===== config.mk =====
export PLATFORM = sky130hd
export DESIGN_NAME = wot_cell
export DESIGN_NICKNAME = d
export VERILOG_FILES = /design/src/rtl/wot_pkg.sv /design/src/rtl/wot_cell.sv
export SDC_FILE = /design/constraint.sdc
export NUM_CORES = 1
export LEC_CHECK = 0
export BUFFER_PORTS_ARGS = -buffer_cell sky130_fd_sc_hd__buf_2
export CAP_MARGIN = 40
export CORE_ASPECT_RATIO = 1.1
export CORE_MARGIN = 2
export CORE_UTILIZATION = 28
export CTS_CLUSTER_DIAMETER = 120
export DETAILED_ROUTE_END_ITERATION = 16
export PLACE_DENSITY = 0.5
export SYNTH_ARGS = -nofsm -noshare
export SYNTH_HDL_FRONTEND = slang
export SYNTH_SLANG_ARGS = --single-unit

===== constraint.sdc =====
create_clock -name clk_i -period 5.9 [get_ports clk_i]
set_input_delay 0.295 -clock clk_i [delete_from_list [all_inputs] [get_ports clk_i]]
set_output_delay 0.295 -clock clk_i [all_outputs]
set_load 0.005 [all_outputs]

===== src/rtl/wot_pkg.sv =====
`timescale 1ns / 1ps
`default_nettype none
// ----------------------------------------------------------------------------
// wot_pkg: shared types and constants of the word occurrence table
// Opcodes, status codes, field widths and the token that walks the cell chain.
// ----------------------------------------------------------------------------
package wot_pkg;

  localparam int unsigned SLOTS_DEF     = 16;
  localparam int unsigned KEY_BYTES_DEF = 32;

  localparam int unsigned OP_W     = 2;
  localparam int unsigned WORD_W   = 64;
  localparam int unsigned ST_W     = 2;
  localparam int unsigned COUNT_W  = 32;
  localparam int unsigned ENTRY_W  = 5;

  typedef enum logic [OP_W-1:0] {
    OP_INSERT = 2'd0,
    OP_REMOVE = 2'd1,
    OP_LOOKUP = 2'd2
  } opcode_e;

  typedef enum logic [ST_W-1:0] {
    ST_OK        = 2'd0,
    ST_NOT_FOUND = 2'd1,
    ST_FULL      = 2'd2
  } status_e;

  // Request state as it travels from cell to cell
  typedef struct packed {
    logic               valid;
    logic [OP_W-1:0]    op;
    logic               found;
    logic               free_seen;
    logic [COUNT_W-1:0] count;
  } tok_t;

endpackage
`default_nettype wire


===== src/rtl/wot_cell.sv =====
`timescale 1ns / 1ps
`default_nettype none
// ----------------------------------------------------------------------------
// wot_cell: one slot of the table
// Holds a key, its count and a valid bit; updates the passing token and
// hands it to the next cell through its token register.
// ----------------------------------------------------------------------------
module wot_cell #(
  parameter int unsigned KEY_BYTES = wot_pkg::KEY_BYTES_DEF
) (
  input  wire logic                   clk_i,
  input  wire logic                   rst_ni,
  input  wire wot_pkg::tok_t          tok_i,
  input  wire logic [KEY_BYTES*8-1:0] key_i,
  input  wire logic                   claim_i,
  output wot_pkg::tok_t               tok_o
);

  localparam int unsigned KeyW = KEY_BYTES * 8;

  logic                        valid_q;
  logic                        first_free_q;
  logic [KeyW-1:0]             key_q;
  logic [wot_pkg::COUNT_W-1:0] count_q;
  logic [wot_pkg::COUNT_W-1:0] count_inc;
  wot_pkg::tok_t               tok_d;
  wot_pkg::tok_t               tok_q;
  logic                        hit;
  logic                        mark_free;

  assign hit       = tok_i.valid && valid_q && (key_q == key_i);
  assign mark_free = tok_i.valid && !valid_q && !tok_i.free_seen;
  assign count_inc = (count_q == '1) ? count_q : count_q + wot_pkg::COUNT_W'(1);

  always_comb begin
    tok_d = tok_i;
    if (hit) begin
      tok_d.found = 1'b1;
      case (tok_i.op)
        wot_pkg::OP_INSERT: tok_d.count = count_inc;
        wot_pkg::OP_LOOKUP: tok_d.count = count_q;
        default:            tok_d.count = tok_i.count;
      endcase
    end
    if (mark_free) begin
      tok_d.free_seen = 1'b1;
    end
  end

  always_ff @(posedge clk_i or negedge rst_ni) begin
    if (!rst_ni) begin
      valid_q      <= 1'b0;
      first_free_q <= 1'b0;
      tok_q        <= '0;
    end else begin
      tok_q <= tok_d;
      if (tok_i.valid) begin
        first_free_q <= mark_free;
      end
      if (hit && tok_i.op == wot_pkg::OP_REMOVE) begin
        valid_q <= 1'b0;
      end
      if (claim_i && first_free_q) begin
        valid_q <= 1'b1;
      end
    end
  end

  // payload: no reset
  always_ff @(posedge clk_i) begin
    if (hit && tok_i.op == wot_pkg::OP_INSERT) begin
      count_q <= count_inc;
    end
    if (claim_i && first_free_q) begin
      key_q   <= key_i;
      count_q <= wot_pkg::COUNT_W'(1);
    end
  end

  assign tok_o = tok_q;

endmodule
`default_nettype wire


* Word-level counts from Yosys, hierarchy flattened
Index checks and enable logic that the tools add are counted.
** Storage, ports and cells
- Register bits after elaboration :: 327
- Input port bits :: 296
- Output and inout port bits :: 37
** Cells by class
- Add/sub/neg operators :: 1
- Eq/ne operators :: 4
- Muxes and demuxes :: 7
- Reduce and logical (&&, ||, !) cells :: 11
** Operator list (count)
- 256-bit == test :: 1
- 32-bit 2-to-1 mux :: 2
- 32-bit one-hot mux with 2 select lines :: 1
- 32-bit by 1-bit adder with 32-bit output, second input constant :: 1
- 32-bit == test, second input constant :: 1
- 1-bit logical AND :: 7
- 1-bit 2-to-1 mux :: 4
- 2-bit by 1-bit == test with 1-bit output, second input constant :: 1
- 2-bit == test, second input constant :: 1
- 1-bit logical NOT :: 2
- 2-bit logical NOT :: 1
- 2-bit nonzero test :: 1

* Depth between registers and ports, before layout
- Word-level depth :: 5
- Gate-level depth with buffers :: 10
- Depth with buffers taken out :: 8

* Worst setup path before layout
No wires, ideal clock.
- Path type :: flip-flop to flip-flop
- Start point :: register first_free_q
- End point :: register key_q[0], enable pin
- Library setup time :: 608 ps
- Data arrival time :: 5641 ps
- Required time :: 5292 ps
- Path slack :: -349 ps
- Cell stages (with the launch flop) :: 4
- Clock period less this slack :: 6249 ps
- Cell sequence :: dfrtp_1 -> nand2_1 -> clkbuf_1 -> inv_1
** On the way
- Word-level cells in the longest chain between the ends :: 1
** Ends and longest elaborated chain
- start, declared :: line wot_cell.sv:22 : logic first_free_q;
- start signal, assigned :: line wot_cell.sv:58 : first_free_q <= mark_free;
- 1-bit logical AND :: line wot_cell.sv:74 : if (claim_i && first_free_q) begin
- end signal, assigned :: line wot_cell.sv:75 : key_q <= key_i;
- end, declared :: line wot_cell.sv:23 : logic [KeyW-1:0] key_q;
Every way passes these cells.
A chain may end at the register's enable or synchronous reset.

==> run summary <==
Yosys attributes the largest share of cell area to sky130_fd_sc_hd__edfxtp_1 (50%), sky130_fd_sc_hd__dfrtp_1 (6.4%), sky130_fd_sc_hd__xnor2_1 (4.9%). The count of TritonRoute iterations in the first routing pass came out at 5. The critical path contains buffers and inverters numbering 3 combined. The number of pins with negative max-slew slack in the final report came out at 0. The startpoint identified for the worst hold timing path is tok_i[34]. The clock sink count is 327. Pin placement for this block handled ~330 I/O pins. Once layout is complete, the utilization of the core stands at between 40 and 50%.

In this run the critical register-to-register path is launched from key_q[131]. Clock tree synthesis selected as its root buffer the cell sky130_fd_sc_hd__clkbuf_16. The clock transition at the registers of the reported paths is about 0.060 ns. The shortest clock period the worst path allows after layout is 3.983 ns. The later pin in the worst-skew pair is clocked with a latency of around 0.58 ns. Yosys mapped a number of flops with a built-in enable equal to approximately 260. The power density normalized to cell area came out at roughly 260 nW/um^2. At the worst endpoint, the arrival time is ~4.4 ns. The synthesized net count came out at roughly 1.5k. The final net count is 2138. The number of cells produced by synthesis came out at roughly 1.2k. The number of placed instances, taps included came out at roughly 2.2k. The number of H-tree levels is 2. The total wirelength of the detailed-routed design is 47.89 mm. The first-pass GRT wire length is a little over 70 mm. The number of CTS-inserted buffers is 40. The sequential cell area came out at a little over 9000 um^2. After detailed routing, the number of remaining DRC violations is 0. The cell row count is 89. The portion of the clock cycle consumed by the worst path in the final layout is between 60% and 70%. Routed signal wires occupy layers up through met5. The analysis attributes to cell leakage a power of about 8.5 nW. For this run the aggregate overflow at the end of global routing stands at 0.

The normalized max-slew margin came out at between 30% and 40%. The height of the die came out at 248.7 um. Among cell families on the critical path, the largest total delay comes from simple AND/OR/NAND/NOR gates.

The placed instances occupy a cell area of approximately 18000 um^2. The number of synthesis warnings is 0. The deepest clock path buffer count is 3. The top cell types in the final layout, fill and taps aside, are sky130_fd_sc_hd__buf_2 (333), sky130_fd_sc_hd__dlygate4sd3_1 (293), sky130_fd_sc_hd__edfxtp_1 (256). The ratio of cells with drive above 1 in the final layout is roughly a quarter. The post-cts repair resize count is 0. The multi-input logic area came out at between 5000 and 6000 um^2. The post-route total power is between 5 and 6 mW. From synthesis to final layout, the design area changed by 44.57%. The die footprint came out at approximately 56000 um^2. The number of global-route vias before repair is between 10k and 15k.

The setup violation total in the final timing report is 0. After detailed routing, the number of vias per cell comes to 4.540. The worst voltage drop across the vdd grid came out at 0.0001978 V. The final total negative setup slack is 0 ns. Across the run, the number of max-cap violations was 0.

The category of the worst setup path launch point is an input port. TritonCTS built the clock tree. The measured slew at the worst slew-check pin is roughly 0.98 ns.

The final-report hold violation count is 0. The initial cell density of the core is approximately 28%. Setup repair after global routing left no endpoint under its margin. The worst setup skew after layout came out at between 0.03 and 0.04 ns. The count of input and output buffers is between 300 and 400. Once layout is done, the placed cells without fillers occupy approximately 22000 um^2. Leaving out fill and tap cells, the most frequent cell in the layout is sky130_fd_sc_hd__buf_2. The length of routed met2 wiring came out at around 23 mm. The type of the worst setup path is in2reg. The delay of the slowest critical-path stage came out at between 0.8 and 0.9 ns. The share of synthesized flip-flops with an asynchronous set or reset is a little under an eighth. The x dimension of the die is 226.5 um. The sequential cell area fraction in the yosys report came out at between 60% and 70%. The number of fill cells came out at between 5k and 6k. The biggest fanout along the worst timing path is 35. Post-CTS timing repair inserted 0 buffers for setup. On the critical path, the stage with the largest delay is an instance of sky130_fd_sc_hd__or4_4.

The achievable clock frequency is 251.1 MHz. The HPWL after detailed placement came out at ~35 mm. Among all flip-flop cells after synthesis, the most frequent one is sky130_fd_sc_hd__edfxtp_1.

The number of standard cells in the layout, taps in and fillers out came out at roughly 2.6k. The number of buffers inserted by hold repair at cts came out at between 200 and 300. The pin count of the biggest net entering global routing came out at approximately 150. The number of vias in the routed layout is between 10k and 15k. The per-instance average area after synthesis is 12.74 um^2. The overall track demand over capacity in global routing came out at ~17%. The total standard cell area after synthesis came out at between 15000 and 20000 um^2.

The distinct cell type count of the synthesized netlist came out at between 50 and 60. STA classifies the critical path endpoint as a register. The starting DRC count in detailed routing is 786. The signal on the critical path passes through dlygate4sd3_1, buf_2, xor2_1, a221o_1, a2111oi_0, nand4_1, or4_1, buf_4, or4_4, mux2_4. The standard cell core area is around 54000 um^2. For the worst setup path, the data required time is about 6.3 ns. The routability congestion estimate came out at 0.8064.

Dividing the detail-routed wire length by the instance count gives 18.39 um. The cell type with the highest aggregate area in the netlist is sky130_fd_sc_hd__edfxtp_1. The path class of the tightest hold or removal check is in2reg. The detailed-routed wire length on met3 came out at 2.614 mm.

The flow ran to the end, and the final reports show no timing, DRC or antenna violations. In this run the remaining antenna-violating nets after routing total 0. The number of antenna violations at the first check in global routing was 13.

Tracing the worst setup path back leads to its startpoint at key_i[131]. The number of flip-flops and latches in the synthesized netlist is about 330. The share of synthesized area in the top cell type comes to about half.

The post-route met1 wirelength is roughly 21 mm.
report_power, final:
group / internal [mW] / switching (mW)
Clock: 1.46 / 1.03
Sequential: 2.57 / 0.0280
Combinational: 0.313 / 0.256
Total: 4.35 / 1.32
cells in the mapped netlist, types with 9 or more instances:
cell type                   number
sky130_fd_sc_hd__xor2_1         62
sky130_fd_sc_hd__nand3_1        14
sky130_fd_sc_hd__nand2_1        58
sky130_fd_sc_hd__o2111ai_1      14
sky130_fd_sc_hd__inv_1          98
sky130_fd_sc_hd__o22ai_1        27
sky130_fd_sc_hd__mux2_4         30
sky130_fd_sc_hd__clkbuf_1       30
sky130_fd_sc_hd__a2111o_1        9
sky130_fd_sc_hd__nor2_1         27
sky130_fd_sc_hd__dfrtp_1        39
sky130_fd_sc_hd__edfxtp_1      256
sky130_fd_sc_hd__mux2i_1        30
sky130_fd_sc_hd__nor4_1         52
sky130_fd_sc_hd__nor2b_1        88
sky130_fd_sc_hd__nand4_1        39
sky130_fd_sc_hd__a2111oi_0      21
sky130_fd_sc_hd__dfxtp_1        32
sky130_fd_sc_hd__or4_1          15
sky130_fd_sc_hd__xnor2_1        86
sky130_fd_sc_hd__nand2b_1       76
flip-flops by register name, summed over array words and instances, names as in the netlist:
register	cells
first_free_q	1
count_q	32
tok_o	37
key_q	256
valid_q	1
cell families (layout without fill, tap and decap cells):
| group | after synthesis | after routing | synth area share (%) |
|---|---|---|---|
| simple gates | 411 | 411 | 15.77 |
| fa+ha+maj | 1 | 1 | 0.08205 |
| compound gates | 112 | 112 | 5.950 |
| flops | 327 | 327 | 61.02 |
| xor+xnor | 148 | 148 | 8.502 |
| mux | 63 | 63 | 5.145 |
| buf+inv | 135 | 809 | 3.529 |
| other cells | 0 | 5 | 0 |
final timing paths:
path                       slack, ns           to  cells past startpoint
max reg2reg                     1.92    tok_o[28]                      8
max                             1.92    tok_o[28]                     10
min in group asynchronous       0.20     tok_o[9]                      2
max in group asynchronous       5.24    tok_o[24]                      3
min                             0.18    tok_o[34]                      1
min reg2reg                     0.51  count_q[31]                      2
routing by layer:
metal	track usage [%]	vias to the layer above
li1	-	5687
met5	0	-
met3	3.598	60
met2	27.57	303
met4	4.098	12
met1	22.37	5760
per-stage QoR:
stage | hold WS (ns) | setup WS [ns]
after global placement | 0.4666 | 1.618
after floorplan | -0.0005911 | 0.7154
after detailed placement | 0.2273 | 1.918
after global routing | 0.1759 | 1.694
final | 0.1813 | 1.917
after CTS | 0.1541 | 1.907
layout make-up:
| cell class | count | area share (%) |
|---|---|---|
| multi-input combinational | 735 | 24.54 |
| clock inverter | 20 | 1.113 |
| antenna | 5 | 0.05676 |
| inverter | 99 | 1.703 |
| clock buffer | 52 | 4.836 |
| tap | 728 | 4.132 |
| timing repair buffer | 638 | 21.41 |
| sequential | 327 | 42.21 |
(Power assumes the default switching activity.)
