<file path="src/rtl/wot_pkg.sv">
`timescale 1ns / 1ps
`default_nettype none
// ----------------------------------------------------------------------------
// wot_pkg: shared types and constants of the word occurrence table
// Opcodes, status codes, field widths and the token that walks the cell chain.
// ----------------------------------------------------------------------------
package wot_pkg;

  localparam int unsigned SLOTS_DEF     = 16;
  localparam int unsigned KEY_BYTES_DEF = 32;

  localparam int unsigned OP_W     = 2;
  localparam int unsigned WORD_W   = 64;
  localparam int unsigned ST_W     = 2;
  localparam int unsigned COUNT_W  = 32;
  localparam int unsigned ENTRY_W  = 5;

  typedef enum logic [OP_W-1:0] {
    OP_INSERT = 2'd0,
    OP_REMOVE = 2'd1,
    OP_LOOKUP = 2'd2
  } opcode_e;

  typedef enum logic [ST_W-1:0] {
    ST_OK        = 2'd0,
    ST_NOT_FOUND = 2'd1,
    ST_FULL      = 2'd2
  } status_e;

  // Request state as it travels from cell to cell
  typedef struct packed {
    logic               valid;
    logic [OP_W-1:0]    op;
    logic               found;
    logic               free_seen;
    logic [COUNT_W-1:0] count;
  } tok_t;

endpackage
`default_nettype wire

</file>
<file path="src/rtl/wot_req_if.sv">
`timescale 1ns / 1ps
`default_nettype none
// ----------------------------------------------------------------------------
// wot_req_if: request channel
// Valid/ready channel carrying the opcode and the four key words.
// ----------------------------------------------------------------------------
interface wot_req_if;
  logic                       valid;
  logic                       ready;
  logic [wot_pkg::OP_W-1:0]   opcode;
  logic [wot_pkg::WORD_W-1:0] key_word0;
  logic [wot_pkg::WORD_W-1:0] key_word1;
  logic [wot_pkg::WORD_W-1:0] key_word2;
  logic [wot_pkg::WORD_W-1:0] key_word3;

  modport source (output valid, opcode, key_word0, key_word1, key_word2, key_word3,
                  input ready);
  modport sink (input valid, opcode, key_word0, key_word1, key_word2, key_word3,
                output ready);
endinterface
`default_nettype wire

</file>
<file path="src/rtl/wot_rsp_if.sv">
`timescale 1ns / 1ps
`default_nettype none
// ----------------------------------------------------------------------------
// wot_rsp_if: response channel
// Valid/ready channel carrying status, count and the number of used slots.
// ----------------------------------------------------------------------------
interface wot_rsp_if;
  logic                        valid;
  logic                        ready;
  logic [wot_pkg::ST_W-1:0]    status;
  logic [wot_pkg::COUNT_W-1:0] count;
  logic [wot_pkg::ENTRY_W-1:0] entries_used;

  modport source (output valid, status, count, entries_used, input ready);
  modport sink (input valid, status, count, entries_used, output ready);
endinterface
`default_nettype wire

</file>
<file path="src/rtl/wot_ctrl.sv">
`timescale 1ns / 1ps
`default_nettype none
// ----------------------------------------------------------------------------
// wot_ctrl: request sequencer
// Trims the key to its string form, launches a token into the cell chain,
// collects it at the far end, claims a free slot and registers the response.
// ----------------------------------------------------------------------------
module wot_ctrl #(
  parameter int unsigned SLOTS     = wot_pkg::SLOTS_DEF,
  parameter int unsigned KEY_BYTES = wot_pkg::KEY_BYTES_DEF
) (
  input  wire logic                   clk_i,
  input  wire logic                   rst_ni,
  wot_req_if.sink                     req_i,
  wot_rsp_if.source                   rsp_o,
  output wot_pkg::tok_t               tok_o,
  input  wire wot_pkg::tok_t          tok_i,
  output logic [KEY_BYTES*8-1:0]      key_o,
  output logic                        claim_o
);

  localparam int unsigned KeyW   = KEY_BYTES * 8;
  localparam int unsigned UsedW  = $clog2(SLOTS + 1);
  localparam int unsigned RawW   = 4 * wot_pkg::WORD_W;

  typedef enum logic [1:0] {
    S_IDLE,
    S_WALK,
    S_FINISH
  } state_e;

  state_e                      state_q;
  wot_pkg::tok_t               launch_q;
  wot_pkg::tok_t               end_q;
  logic [UsedW-1:0]            used_q;
  logic [UsedW-1:0]            used_d;
  logic [KeyW-1:0]             key_q;
  logic [KeyW-1:0]             key_canon;
  logic [RawW-1:0]             raw;
  logic                        rsp_valid_q;
  logic [wot_pkg::ST_W-1:0]    rsp_status_q;
  logic [wot_pkg::COUNT_W-1:0] rsp_count_q;
  logic [wot_pkg::ST_W-1:0]    st_d;
  logic [wot_pkg::COUNT_W-1:0] cnt_d;
  logic [UsedW+wot_pkg::ENTRY_W-1:0] used_ext;
  logic                        accept;
  logic                        out_free;
  logic                        fin;

  assign raw = {req_i.key_word3, req_i.key_word2, req_i.key_word1, req_i.key_word0};

  // Zero every byte from the first zero byte on
  always_comb begin
    logic ended;
    logic [7:0] b;
    ended = 1'b0;
    key_canon = '0;
    for (int i = 0; i < KEY_BYTES; i++) begin
      b = raw[i*8 +: 8];
      if (ended) begin
        b = 8'd0;
      end
      if (b == 8'd0) begin
        ended = 1'b1;
      end
      key_canon[i*8 +: 8] = b;
    end
  end

  assign req_i.ready = (state_q == S_IDLE);
  assign accept      = req_i.valid && req_i.ready;
  assign out_free    = !rsp_valid_q || rsp_o.ready;
  assign fin         = (state_q == S_FINISH) && out_free;
  assign claim_o     = fin && end_q.op == wot_pkg::OP_INSERT && !end_q.found &&
                       end_q.free_seen;

  always_comb begin
    st_d   = wot_pkg::ST_OK;
    cnt_d  = '0;
    used_d = used_q;
    case (end_q.op)
      wot_pkg::OP_INSERT: begin
        if (end_q.found) begin
          cnt_d = end_q.count;
        end else if (end_q.free_seen) begin
          cnt_d  = wot_pkg::COUNT_W'(1);
          used_d = used_q + UsedW'(1);
        end else begin
          st_d = wot_pkg::ST_FULL;
        end
      end
      wot_pkg::OP_REMOVE: begin
        if (end_q.found) begin
          if (used_q != '0) begin
            used_d = used_q - UsedW'(1);
          end
        end else begin
          st_d = wot_pkg::ST_NOT_FOUND;
        end
      end
      wot_pkg::OP_LOOKUP: cnt_d = end_q.count;
      default:            cnt_d = '0;
    endcase
  end

  always_ff @(posedge clk_i or negedge rst_ni) begin
    if (!rst_ni) begin
      state_q      <= S_IDLE;
      launch_q     <= '0;
      end_q        <= '0;
      used_q       <= '0;
      rsp_valid_q  <= 1'b0;
      rsp_status_q <= '0;
      rsp_count_q  <= '0;
    end else begin
      // the token lives for one cycle at the head of the chain
      launch_q.valid <= accept;
      if (fin) begin
        rsp_valid_q <= 1'b1;
      end else if (rsp_valid_q && rsp_o.ready) begin
        rsp_valid_q <= 1'b0;
      end
      unique case (state_q)
        S_IDLE: begin
          if (accept) begin
            launch_q.op        <= req_i.opcode;
            launch_q.found     <= 1'b0;
            launch_q.free_seen <= 1'b0;
            launch_q.count     <= '0;
            state_q            <= S_WALK;
          end
        end
        S_WALK: begin
          if (tok_i.valid) begin
            end_q   <= tok_i;
            state_q <= S_FINISH;
          end
        end
        S_FINISH: begin
          // hold until the output register is free
          if (out_free) begin
            rsp_status_q <= st_d;
            rsp_count_q  <= cnt_d;
            used_q       <= used_d;
            state_q      <= S_IDLE;
          end
        end
        default: state_q <= S_IDLE;
      endcase
    end
  end

  always_ff @(posedge clk_i) begin
    if (accept) begin
      key_q <= key_canon;
    end
  end

  assign used_ext          = {{wot_pkg::ENTRY_W{1'b0}}, used_q};
  assign tok_o             = launch_q;
  assign key_o             = key_q;
  assign rsp_o.valid       = rsp_valid_q;
  assign rsp_o.status      = rsp_status_q;
  assign rsp_o.count       = rsp_count_q;
  assign rsp_o.entries_used = used_ext[wot_pkg::ENTRY_W-1:0];

endmodule
`default_nettype wire

</file>
<file path="src/flat_wrapper.sv">
// flat-port wrapper written by rule: the top's interface ports become plain ports
module wot_ctrl_flat 
#(
  parameter int unsigned SLOTS     = wot_pkg::SLOTS_DEF,
  parameter int unsigned KEY_BYTES = wot_pkg::KEY_BYTES_DEF
)
  (clk_i, rst_ni, tok_o, tok_i, key_o, claim_o, req_i_valid, req_i_opcode, req_i_key_word0, req_i_key_word1, req_i_key_word2, req_i_key_word3, req_i_ready, rsp_o_valid, rsp_o_status, rsp_o_count, rsp_o_entries_used, rsp_o_ready);
  wot_req_if req_i_i ();
  wot_rsp_if rsp_o_i ();
  input  wire logic clk_i;
  input  wire logic rst_ni;
  output wot_pkg::tok_t tok_o;
  input  wire wot_pkg::tok_t tok_i;
  output logic [KEY_BYTES*8-1:0] key_o;
  output logic claim_o;
  input wire logic [$bits(req_i_i.valid)-1:0] req_i_valid;
  input wire logic [$bits(req_i_i.opcode)-1:0] req_i_opcode;
  input wire logic [$bits(req_i_i.key_word0)-1:0] req_i_key_word0;
  input wire logic [$bits(req_i_i.key_word1)-1:0] req_i_key_word1;
  input wire logic [$bits(req_i_i.key_word2)-1:0] req_i_key_word2;
  input wire logic [$bits(req_i_i.key_word3)-1:0] req_i_key_word3;
  output wire logic [$bits(req_i_i.ready)-1:0] req_i_ready;
  output wire logic [$bits(rsp_o_i.valid)-1:0] rsp_o_valid;
  output wire logic [$bits(rsp_o_i.status)-1:0] rsp_o_status;
  output wire logic [$bits(rsp_o_i.count)-1:0] rsp_o_count;
  output wire logic [$bits(rsp_o_i.entries_used)-1:0] rsp_o_entries_used;
  input wire logic [$bits(rsp_o_i.ready)-1:0] rsp_o_ready;
  assign req_i_i.valid = req_i_valid;
  assign req_i_i.opcode = req_i_opcode;
  assign req_i_i.key_word0 = req_i_key_word0;
  assign req_i_i.key_word1 = req_i_key_word1;
  assign req_i_i.key_word2 = req_i_key_word2;
  assign req_i_i.key_word3 = req_i_key_word3;
  assign req_i_ready = req_i_i.ready;
  assign rsp_o_valid = rsp_o_i.valid;
  assign rsp_o_status = rsp_o_i.status;
  assign rsp_o_count = rsp_o_i.count;
  assign rsp_o_entries_used = rsp_o_i.entries_used;
  assign rsp_o_i.ready = rsp_o_ready;
  wot_ctrl #(.SLOTS(SLOTS), .KEY_BYTES(KEY_BYTES)) u_core (.clk_i(clk_i), .rst_ni(rst_ni), .req_i(req_i_i), .rsp_o(rsp_o_i), .tok_o(tok_o), .tok_i(tok_i), .key_o(key_o), .claim_o(claim_o));
endmodule
</file>
<file path="config.mk">
export PLATFORM = sky130hd
export DESIGN_NAME = wot_ctrl_flat
export DESIGN_NICKNAME = d
export VERILOG_FILES = /design/src/rtl/wot_pkg.sv /design/src/rtl/wot_req_if.sv /design/src/rtl/wot_rsp_if.sv /design/src/rtl/wot_ctrl.sv /design/src/flat_wrapper.sv
export SDC_FILE = /design/constraint.sdc
export NUM_CORES = 1
export LEC_CHECK = 0
export ABC_CLOCK_PERIOD_IN_PS = 8870
export BUFFER_PORTS_ARGS = -buffer_cell sky130_fd_sc_hd__buf_2
export CAP_MARGIN = 25
export CORE_AREA = 2 2 250 252
export CTS_CLUSTER_DIAMETER = 80
export DETAILED_ROUTE_END_ITERATION = 7
export DIE_AREA = 0 0 252 254
export MAX_ROUTING_LAYER = met4
export SLEW_MARGIN = 0
export SYNTH_ARGS = -nofsm -noshare
export SYNTH_HDL_FRONTEND = slang
export SYNTH_SLANG_ARGS = --single-unit
</file>
<file path="constraint.sdc">
create_clock -name clk_i -period 8.87 [get_ports clk_i]
set_input_delay 0.887 -clock clk_i [delete_from_list [all_inputs] [get_ports clk_i]]
set_output_delay 0.887 -clock clk_i [all_outputs]
set_load 0.005 [all_outputs]
</file>
## After elaboration in Yosys (flattened, before gate mapping)

Cells that the tools add are included.

- Add/subtract/negate cells: 2
- Eq/ne operators: 11
- Multiplexer cells: 79
- Reduce and logical (&&, ||, !) cells: 50

Operator list:

| cell | count |
|---|---|
| logical NOT 8 bit | 31 |
| 2-to-1 mux 8 bit | 30 |
| one-hot mux 32 bit (2 select lines) | 1 |
| 2-to-1 mux 1 bit | 35 |
| 2-to-1 mux 32 bit | 1 |
| 2-to-1 mux 5 bit | 4 |
| 2-to-1 mux 2 bit | 5 |
| one-hot mux 5 bit (2 select lines) | 1 |
| inequality test 2 x 1 -> 1 bit (second input constant) | 4 |
| AND reduction 7 bit | 1 |
| logical AND 1 bit | 6 |
| inequality test 2 bit (second input constant) | 3 |
| one-hot mux 2 bit (3 select lines) | 1 |
| AND reduction 2 bit | 3 |
| adder 5 x 1 -> 5 bit (second input constant) | 1 |
| nonzero test 5 bit | 1 |
| subtractor 5 x 1 -> 5 bit (second input constant) | 1 |
| == test 2 x 1 -> 1 bit (second input constant) | 2 |
| == test 2 bit (second input constant) | 2 |
| logical NOT 2 bit | 2 |
| one-hot mux 2 bit (2 select lines) | 1 |
| nonzero test 2 bit | 2 |
| AND reduction 3 bit | 1 |
| logical NOT 1 bit | 2 |
| logical OR 1 bit | 1 |

- Register bits after elaboration: 337
- Output and inout port bits: 335
- Word-level logic and storage cells: 155

## Logic depth before layout (Yosys ltp)

Gate-level depths: netlist of the first run.

- Depth in word-level cells: 92
- Gate-level depth with buffers: 8
- Gate-level depth less buffers: 8

## Least setup slack after synthesis of the first run

OpenSTA, ideal clock, no wires.

- Path kind: input-to-reg
- From: input req_i_valid
- To: register u_core.launch_q (netlist bit u_core.tok_o[34])
- Setup time: 0.096 ns
- Arrival time: 7.641 ns
- Setup slack: 1.133 ns
- Cell stages on the path: 2
- Cell sequence: and2_1 mux2_2

- Longest elaborated chain between the ends: 2

RTL lines:

| what | RTL line | source |
|---|---|---|
| start, declared | flat_wrapper.sv:16 | `input wire logic [$bits(req_i_i.valid)-1:0] req_i_valid;` |
| logical AND 1 bit | wot_ctrl.sv:71 | `assign accept = req_i.valid && req_i.ready;` |
| AND reduction 2 bit (no line) | - |  |
| end, declared | wot_ctrl.sv:33 | `wot_pkg::tok_t launch_q;` |

No other way between the ends.
A chain may end at the register's enable or synchronous reset.

## Worst setup path after layout of the first run

- From: input req_i_key_word0[42]
- To: register u_core.key_q[236] (netlist: u_core.key_o[236]) (data pin)

- Longest elaborated chain between the ends: 73

RTL lines:

| what | RTL line | source |
|---|---|---|
| start, declared | flat_wrapper.sv:18 | `input wire logic [$bits(req_i_i.key_word0)-1:0] req_i_key_word0;` |
| 2-to-1 mux 8 bit * | wot_ctrl.sv:60 | `if (ended) begin` |
| logical NOT 8 bit * | wot_ctrl.sv:63 | `if (b == 8'd0) begin` |
| 2-to-1 mux 1 bit * | wot_ctrl.sv:63 |  |
| 2-to-1 mux 8 bit | wot_ctrl.sv:60 |  |
| logical NOT 8 bit | wot_ctrl.sv:63 |  |
| 2-to-1 mux 1 bit * | wot_ctrl.sv:63 |  |
| 2-to-1 mux 8 bit | wot_ctrl.sv:60 |  |
| logical NOT 8 bit | wot_ctrl.sv:63 |  |
| [58 not listed] | - |  |
| 2-to-1 mux 8 bit | wot_ctrl.sv:60 |  |
| logical NOT 8 bit | wot_ctrl.sv:63 |  |
| 2-to-1 mux 1 bit * | wot_ctrl.sv:63 |  |
| 2-to-1 mux 8 bit | wot_ctrl.sv:60 |  |
| logical NOT 8 bit | wot_ctrl.sv:63 |  |
| 2-to-1 mux 1 bit * | wot_ctrl.sv:63 |  |
| 2-to-1 mux 8 bit * | wot_ctrl.sv:60 |  |
| named net u_core.key_canon[236] | wot_ctrl.sv:38 | `logic [KeyW-1:0] key_canon;` |
| end signal, assigned | wot_ctrl.sv:155 | `key_q <= key_canon;` |
| end, declared | wot_ctrl.sv:37 | `logic [KeyW-1:0] key_q;` |

The timed path passes the listed nets; every way through them passes the cells marked *.

==> results.sh, run 1 <==
export IMPL_worstMarginPinSlew_ns=1.18
export IMPL_clock_tree_from_tritoncts="built"
export IMPL_ctsHoldBuffers=0
export IMPL_reg2regPathDepth=5
export IMPL_timing_max_cap_violations=0
export IMPL_critical_path_fanouts_max=94
export IMPL_yosys_warnings=0
export IMPL_swShare=0.286
export IMPL_switching_power_mw=1.46
export IMPL_p_leak_nw=8.46
export IMPL_remaining_overflow_grt=0
export IMPL_drt_met1_wl_mm=19.5
export IMPL_fillerInstances=6300
export IMPL_post_cts_resized=0
export IMPL_cts_made_buffers=41
export IMPL_cts_htree_levels=2
export IMPL_design_die_area_mm2=0.0640
export IMPL_grt_setup_unrepaired="false"
export IMPL_synthesis_area_per_instance_um2=13.1
export IMPL_intPower_mw=3.65
export IMPL_period_minus_slack_ns=3.73
export IMPL_core_region_area_mm2=0.0613
export IMPL_dr_pass1_iters=5
export IMPL_die_height_um=254
export IMPL_grt_first_pass_wirelength_mm=67.3
export IMPL_initial_utilization=0.230
export IMPL_drt_wirelength_per_cell_um=19.0
export IMPL_layout_area_overhead_vs_synth_pct=35.7
export IMPL_layout_nets=1972
export IMPL_drc=0
export IMPL_post_dp_hpwl_mm=35.9
export IMPL_met3_wirelength_mm=3.47
export IMPL_fin_skew_ns=0.0239
export IMPL_total_of_flip_flops_plus_latches_after_synthesis=337
export IMPL_r2r_slack_ns=6.31
export IMPL_layout_worst_path_cycle_share=0.421
export IMPL_fmax_mhz=268
export IMPL_outcome="completed"
export IMPL_synth_seq_area_share=0.690
export IMPL_cp_data_arrival_time_ns=3.98
export IMPL_worst_endpoint_required_ns=9.12
export IMPL_cts_root_to_sink_buffers=3
export IMPL_timing_slew_headroom=0.212
export IMPL_post_drt_via_cell_ratio=4.45
export IMPL_cts_root_buf="clkbuf_16"
export IMPL_p_per_area_mw_per_mm2=268
export IMPL_final_setup_viol_count=0
export IMPL_port_buffer_count=599
export IMPL_cp_start_kind="input port"
export IMPL_pre_cts_slack_ns=4.53
export IMPL_crit_reg2reg_launch="u_core.state_q[0]"
export IMPL_final_setup_worst_slack_ns=5.14
export IMPL_grt_antenna_before_repair=14
export IMPL_clock_latency_late_sink_ns=0.57
export IMPL_setup_worst_path_end_class="flip-flop"
export IMPL_placement_rows=91
export IMPL_drv_slew=0
export IMPL_detailroute_wirelength_met2_mm=23.0
export IMPL_ir_drop_mv=0.135
export IMPL_num_vias=11100
export IMPL_drive_above_1_share=0.426
export IMPL_ant_nets=0
export IMPL_timing_rr_end="u_core.rsp_o.entries_used[4]"
export IMPL_synthesis_area_mm2=0.0141
export IMPL_finalHoldViolCount=0
export IMPL_place_gp_congestion=0.953
export IMPL_mostFrequentLayoutCells="buf_2, edfxtp_1, nand2_1"
export IMPL_post_synthesis_cells=1073
export IMPL_comb_power_share=0.214
export IMPL_power_sequential_fraction=0.465
export IMPL_final_common_cell="buf_2"
export IMPL_postCtsSetupBuffers=0
export IMPL_highest_signal_layer="met4"
export IMPL_drt_total_wl_mm=47.5
export IMPL_grt_max_degree=168
export IMPL_cts_clk_slew_worst_paths_ns=0.06
export IMPL_clock_sink_count=337
export IMPL_post_synth_num_cell_types=44
export IMPL_crit_type="input port to flip-flop"
export IMPL_grt_pass1_vias=10900
export IMPL_summed_negative_setup_slack_over_all_endpoints_ns=0
export IMPL_dieWidth_um=252
export IMPL_clkPwrFrac=0.322
export IMPL_grt_util_all_layers=0.142
export IMPL_io_pins=634
export IMPL_drtIter0Drc=763
export IMPL_worst_hold_path_type="input port to asynchronous set/reset pin"
-- kinds of logic (layout without fill, tap and decap cells) --
group	Yosys count	after routing	share of synthesized area
and+or+nand+nor	496	496	0.190
DFF	337	337	0.690
buffers and inverters	146	739	0.0559
AOI/OAI and AO/OA	47	47	0.0261
muxes	38	38	0.0304
adders and majority gates	4	4	0.00409
xor gates and xnor gates	4	4	0.00249
other	1	45	0.000267
-- state kept, by name, summed over array words and instances, names as in the netlist --
register / flops
u_core.tok_o: 3
u_core.state_q: 2
u_core.end_q: 36
u_core.rsp_o.count: 32
u_core.rsp_o.status: 2
u_core.key_o: 256
u_core.rsp_o.valid: 1
u_core.rsp_o.entries_used: 5
-- stage by stage --
step                power [mW]  hold WS [ns]  instance area (µm²)  cells  utilization
floorplan                 2.98         0.440                14200   1106            -
global placement          3.47         0.462                17700   2414        0.289
detailed placement        3.51         0.470                17700   2415        0.289
CTS                       5.17         0.477                19000   2488        0.311
global route              5.35         0.417                19100   2500        0.312
finish                    5.11         0.383                19100   2500        0.312
-- layer usage --
layer,GRT usage,up-vias
met5,-,-
met4,0.0602,0
met3,0.0318,92
met2,0.225,526
met1,0.176,5405
li1,-,5099
-- cells in the mapped netlist, drive strengths merged --
cell type  instances  area, µm²
edfxtp           256       7690
nand2            114        428
nor3             108        541
nor4              87        544
dfrtp             81       2030
buf               74        517
and2              60        375
inv               54        203
mux2              38        428
and3              37        236
a22o              31        272
nand3             25        125
nor2              25        101
clkbuf            18       67.6
or4               11       86.3
nor3b              9       67.6
o21ai              7       35.0
nand2b             5       31.3
a21oi              4       20.0
nand4              4       40.0
and4               3       26.3
ha                 3       37.5
xor2               3       26.3
a21o               2       15.0
and4b              2       23.8
nand3b             2       18.8
nand4b             2       17.5
a211oi             1       7.51
a21boi             1       7.51
a221o              1       10.0
conb               1       3.75
fa                 1       20.0
nor2b              1       6.26
nor4b              1       8.76
xnor2              1       8.76
-- worst max-delay path, stage by stage --
cell and delay, ns:
buf_2 0.11, or4_1 0.66, nor2_1 0.37, and4b_4 0.29, nand4_4 0.51, buf_4 0.86, nor3_1 0.19
-- power groups by stage --
stage               logic (mW)  registers, mW  clock network, mW
floorplan                0.483           2.49                  0
global placement          1.08           2.39                  0
detailed placement        1.11           2.40                  0
CTS                       1.11           2.37               1.69
global route              1.18           2.42               1.74
finish                    1.09           2.37               1.64
-- worst max-delay path by stage --
stage	from	slack (ns)	endpoint	cells past startpoint
6_report	req_i_key_word0[42]	5.14	u_core.key_o[236]	7
5_1_grt	req_i_key_word0[42]	4.95	u_core.key_o[236]	7
4_1_cts	u_core.state_q[0]	5.11	claim_o	5
3_5_place_dp	req_i_key_word0[42]	4.53	u_core.key_o[234]	7
3_3_place_gp	req_i_key_word0[42]	4.62	u_core.key_o[223]	7
2_1_floorplan	req_i_valid	1.13	u_core.tok_o[34]	2
-- area by class of cell --
class,instances,area [µm²],share of cell area
multi-input cells,623,3720,0.195
repair buffers,612,3130,0.164
inverters,54,203,0.0106
diodes,11,27.5,0.00144
clock inverters,21,190,0.00996
well taps,790,988,0.0518
clock buffers,52,1120,0.0586
flip-flops and latches,337,9710,0.509
(Power assumes the default switching activity.)
==> inputs of run 2 (changes only) <==
--- a/config.mk
+++ b/config.mk
@@ -5,13 +5,13 @@
 export SDC_FILE = /design/constraint.sdc
 export NUM_CORES = 1
 export LEC_CHECK = 0
-export ABC_CLOCK_PERIOD_IN_PS = 8870
+export ABC_CLOCK_PERIOD_IN_PS = 3200
 export BUFFER_PORTS_ARGS = -buffer_cell sky130_fd_sc_hd__buf_2
 export CAP_MARGIN = 25
-export CORE_AREA = 2 2 250 252
+export CORE_AREA = 2 2 247 249
 export CTS_CLUSTER_DIAMETER = 80
 export DETAILED_ROUTE_END_ITERATION = 7
-export DIE_AREA = 0 0 252 254
+export DIE_AREA = 0 0 249 251
 export MAX_ROUTING_LAYER = met4
 export SLEW_MARGIN = 0
 export SYNTH_ARGS = -nofsm -noshare
==> constraint.sdc (replaced) <==
create_clock -name clk_i -period 3.2 [get_ports clk_i]
set_input_delay 0.32 -clock clk_i [delete_from_list [all_inputs] [get_ports clk_i]]
set_output_delay 0.32 -clock clk_i [all_outputs]
set_load 0.005 [all_outputs]
==> run 2 against run 1 <==
Combinational power rose to 2.9 times the previous value. Register-to-register slack lost 5.2 ns. Die area fell by 2.4%. Cell area increased by 3.6%. Core utilization is 1.9 points higher. Clock skew about the same. Hold slack worse by 0.34 ns. Non-clock buffer count is 70 higher. Critical path depth fell by 2. Sequential power rose to 2.8 times the previous value. Clock power grew to 2.7 times the previous value. Sequential share of layout area down 1.8 points. Critical endpoint is now claim_o. Highest routed layer unchanged.
==> results.sh, run 2 (same netlist as run 1, synthesis figures left out) <==
export IMPL_outcome="completed"
export IMPL_cts_htree_levels=2
export IMPL_crit_type="flip-flop to primary output"
export IMPL_drv_slew=0
export IMPL_final_setup_viol_count=0
export IMPL_grt_first_pass_wirelength_mm=70.6
export IMPL_final_setup_worst_slack_ns=0.774
export IMPL_design_die_area_mm2=0.0625
export IMPL_grtUsageMet1=0.186
export IMPL_post_dp_hpwl_mm=36.3
export IMPL_clock_sink_count=337
export IMPL_dieWidth_um=249
export IMPL_drt_total_wl_mm=47.8
export IMPL_final_instance_count_excl_fill=2556
export IMPL_ant_nets=0
export IMPL_grt_setup_unrepaired="false"
export IMPL_grt_util_all_layers=0.151
export IMPL_cts_clk_slew_worst_paths_ns=0.06
export IMPL_gr_peak_layer="met2"
export IMPL_layout_nets=2042
export IMPL_timing_max_cap_violations=0
export IMPL_p_per_area_mw_per_mm2=721
export IMPL_worst_path_dominant_cell_family="simple AND/OR/NAND/NOR gates"
export IMPL_drive_above_1_share=0.418
export IMPL_timing_slew_headroom=0.452
export IMPL_placed_cells_incl_taps=2428
export IMPL_critical_path_fanouts_max=5
export IMPL_post_cts_resized=0
export IMPL_fin_skew_ns=0.0243
export IMPL_layout_worst_path_cycle_share=0.758
export IMPL_cts_made_buffers=41
export IMPL_io_pins=634
export IMPL_layout_area_overhead_vs_synth_pct=40.5
export IMPL_place_gp_congestion=0.977
export IMPL_holdWs_ns=0.0405
export IMPL_postCtsSetupBuffers=0
export IMPL_setup_worst_path_end_class="primary output"
export IMPL_finalHoldViolCount=0
export IMPL_core_region_area_mm2=0.0598
export IMPL_worst_path_largest_cell_delay_ns=0.43
export IMPL_crit_chain="nand2b_1 -> nand2b_1 -> or4_1 -> nor2_1 -> buf_2"
export IMPL_grt_pass1_vias=11900
export IMPL_path_common_cell="nand2b_1"
export IMPL_worstMarginPinSlew_ns=0.822
export IMPL_largest_reg_flops=256
export IMPL_ctsHoldBuffers=49
export IMPL_summed_negative_setup_slack_over_all_endpoints_ns=0
export IMPL_worst_hold_path_type="input port to flip-flop"
export IMPL_drtIter0Drc=808
export IMPL_remaining_overflow_grt=0
export IMPL_grtUsageMet2=0.244
export IMPL_critical_path_buf_inv_count=1
export IMPL_final_common_cell="buf_2"
export IMPL_cp_data_arrival_time_ns=2.11
export IMPL_worst_path_max_delay_cell="or4_1"
export IMPL_drt_wirelength_per_cell_um=18.7
export IMPL_num_vias=11400
export IMPL_grt_antenna_before_repair=6
export IMPL_grt_max_degree=90
export IMPL_grtUsageMet3=0.0280
export IMPL_dr_pass1_iters=5
export IMPL_drc=0
export IMPL_port_buffer_count=599
export IMPL_mostFrequentLayoutCells="buf_2, edfxtp_1, nand2_1"
export IMPL_period_minus_slack_ns=2.43
export IMPL_clock_latency_late_sink_ns=0.57
export IMPL_cts_root_buf="clkbuf_16"
export IMPL_cts_root_to_sink_buffers=3
export IMPL_post_drt_via_cell_ratio=4.47
export IMPL_ir_drop_mv=0.379
export IMPL_pre_cts_slack_ns=0.571
export IMPL_initial_utilization=0.235
export IMPL_cp_start_kind="flip-flop"
export IMPL_fmax_mhz=412
export IMPL_worst_endpoint_required_ns=2.88
export IMPL_placement_rows=90
export IMPL_clock_tree_from_tritoncts="built"
export IMPL_p_leak_nw=8.78
export IMPL_die_height_um=251
run 2: cell count changes in the layout (fill, tap and decap cells not counted), moves of 2 or more:
cell,change
diode_2,-7
inv_16,+2
buf_12,+8
clkbuf_1,+3
inv_8,+2
dlygate4sd3_1,+49
buf_4,+14
clkinv_2,-2
run 2: metal layers:
metal	vias to the layer above	share of wire
li1	5236	-
met2	517	0.48
met3	122	0.059
met5	-	0
met4	0	0.041
met1	5550	0.42
run 2: area by class of cell:
type / count / area [µm²]
clock inverter: 20 / 189
tap: 782 / 978
inverter: 54 / 203
clock buffer: 54 / 1100
timing repair buffer: 682 / 3870
multi-input combinational: 623 / 3700
sequential: 337 / 9710
antenna: 4 / 10.0
fill: 6042 / 40000
run 2: metrics by stage:
step	util	power, mW	cell area, µm²
final	0.331	14.3	19800
after global placement	0.300	9.71	18000
after global routing	0.331	15.0	19800
after CTS	0.330	14.4	19700
after detailed placement	0.300	9.83	18000
after floorplan	-	8.07	14200
run 2: worst paths after layout:
check / to / from / cells past startpoint / slack [ns]
max in group asynchronous: u_core.rsp_o.count[3] / rst_ni / 4 / 2.37
min in group asynchronous: u_core.rsp_o.count[20] / rst_ni / 2 / 0.12
hold reg to reg: u_core.rsp_o.count[20] / u_core.end_q[20] / 1 / 0.48
setup reg to reg: u_core.rsp_o.count[7] / u_core.state_q[0] / 7 / 1.10
hold / removal: u_core.key_o[76] / req_i_key_word1[12] / 2 / 0.04
setup / recovery: claim_o / u_core.state_q[0] / 5 / 0.77
run 2: power by group:
| group | total (mW) | internal [mW] | switching, mW |
|---|---|---|---|
| logic | 3.19 | 1.48 | 1.71 |
| clock network | 4.48 | 2.56 | 1.91 |
| registers | 6.59 | 6.09 | 0.502 |
| total | 14.3 | 10.1 | 4.12 |
run 2: worst register-to-register path: stages (launching register included):
cell	delay [ns]
dfrtp_1	0.42
nand2b_1	0.20
nand2b_1	0.20
buf_4	0.29
nor3_2	0.21
buf_4	0.25
buf_4	0.29
a22o_1	0.19
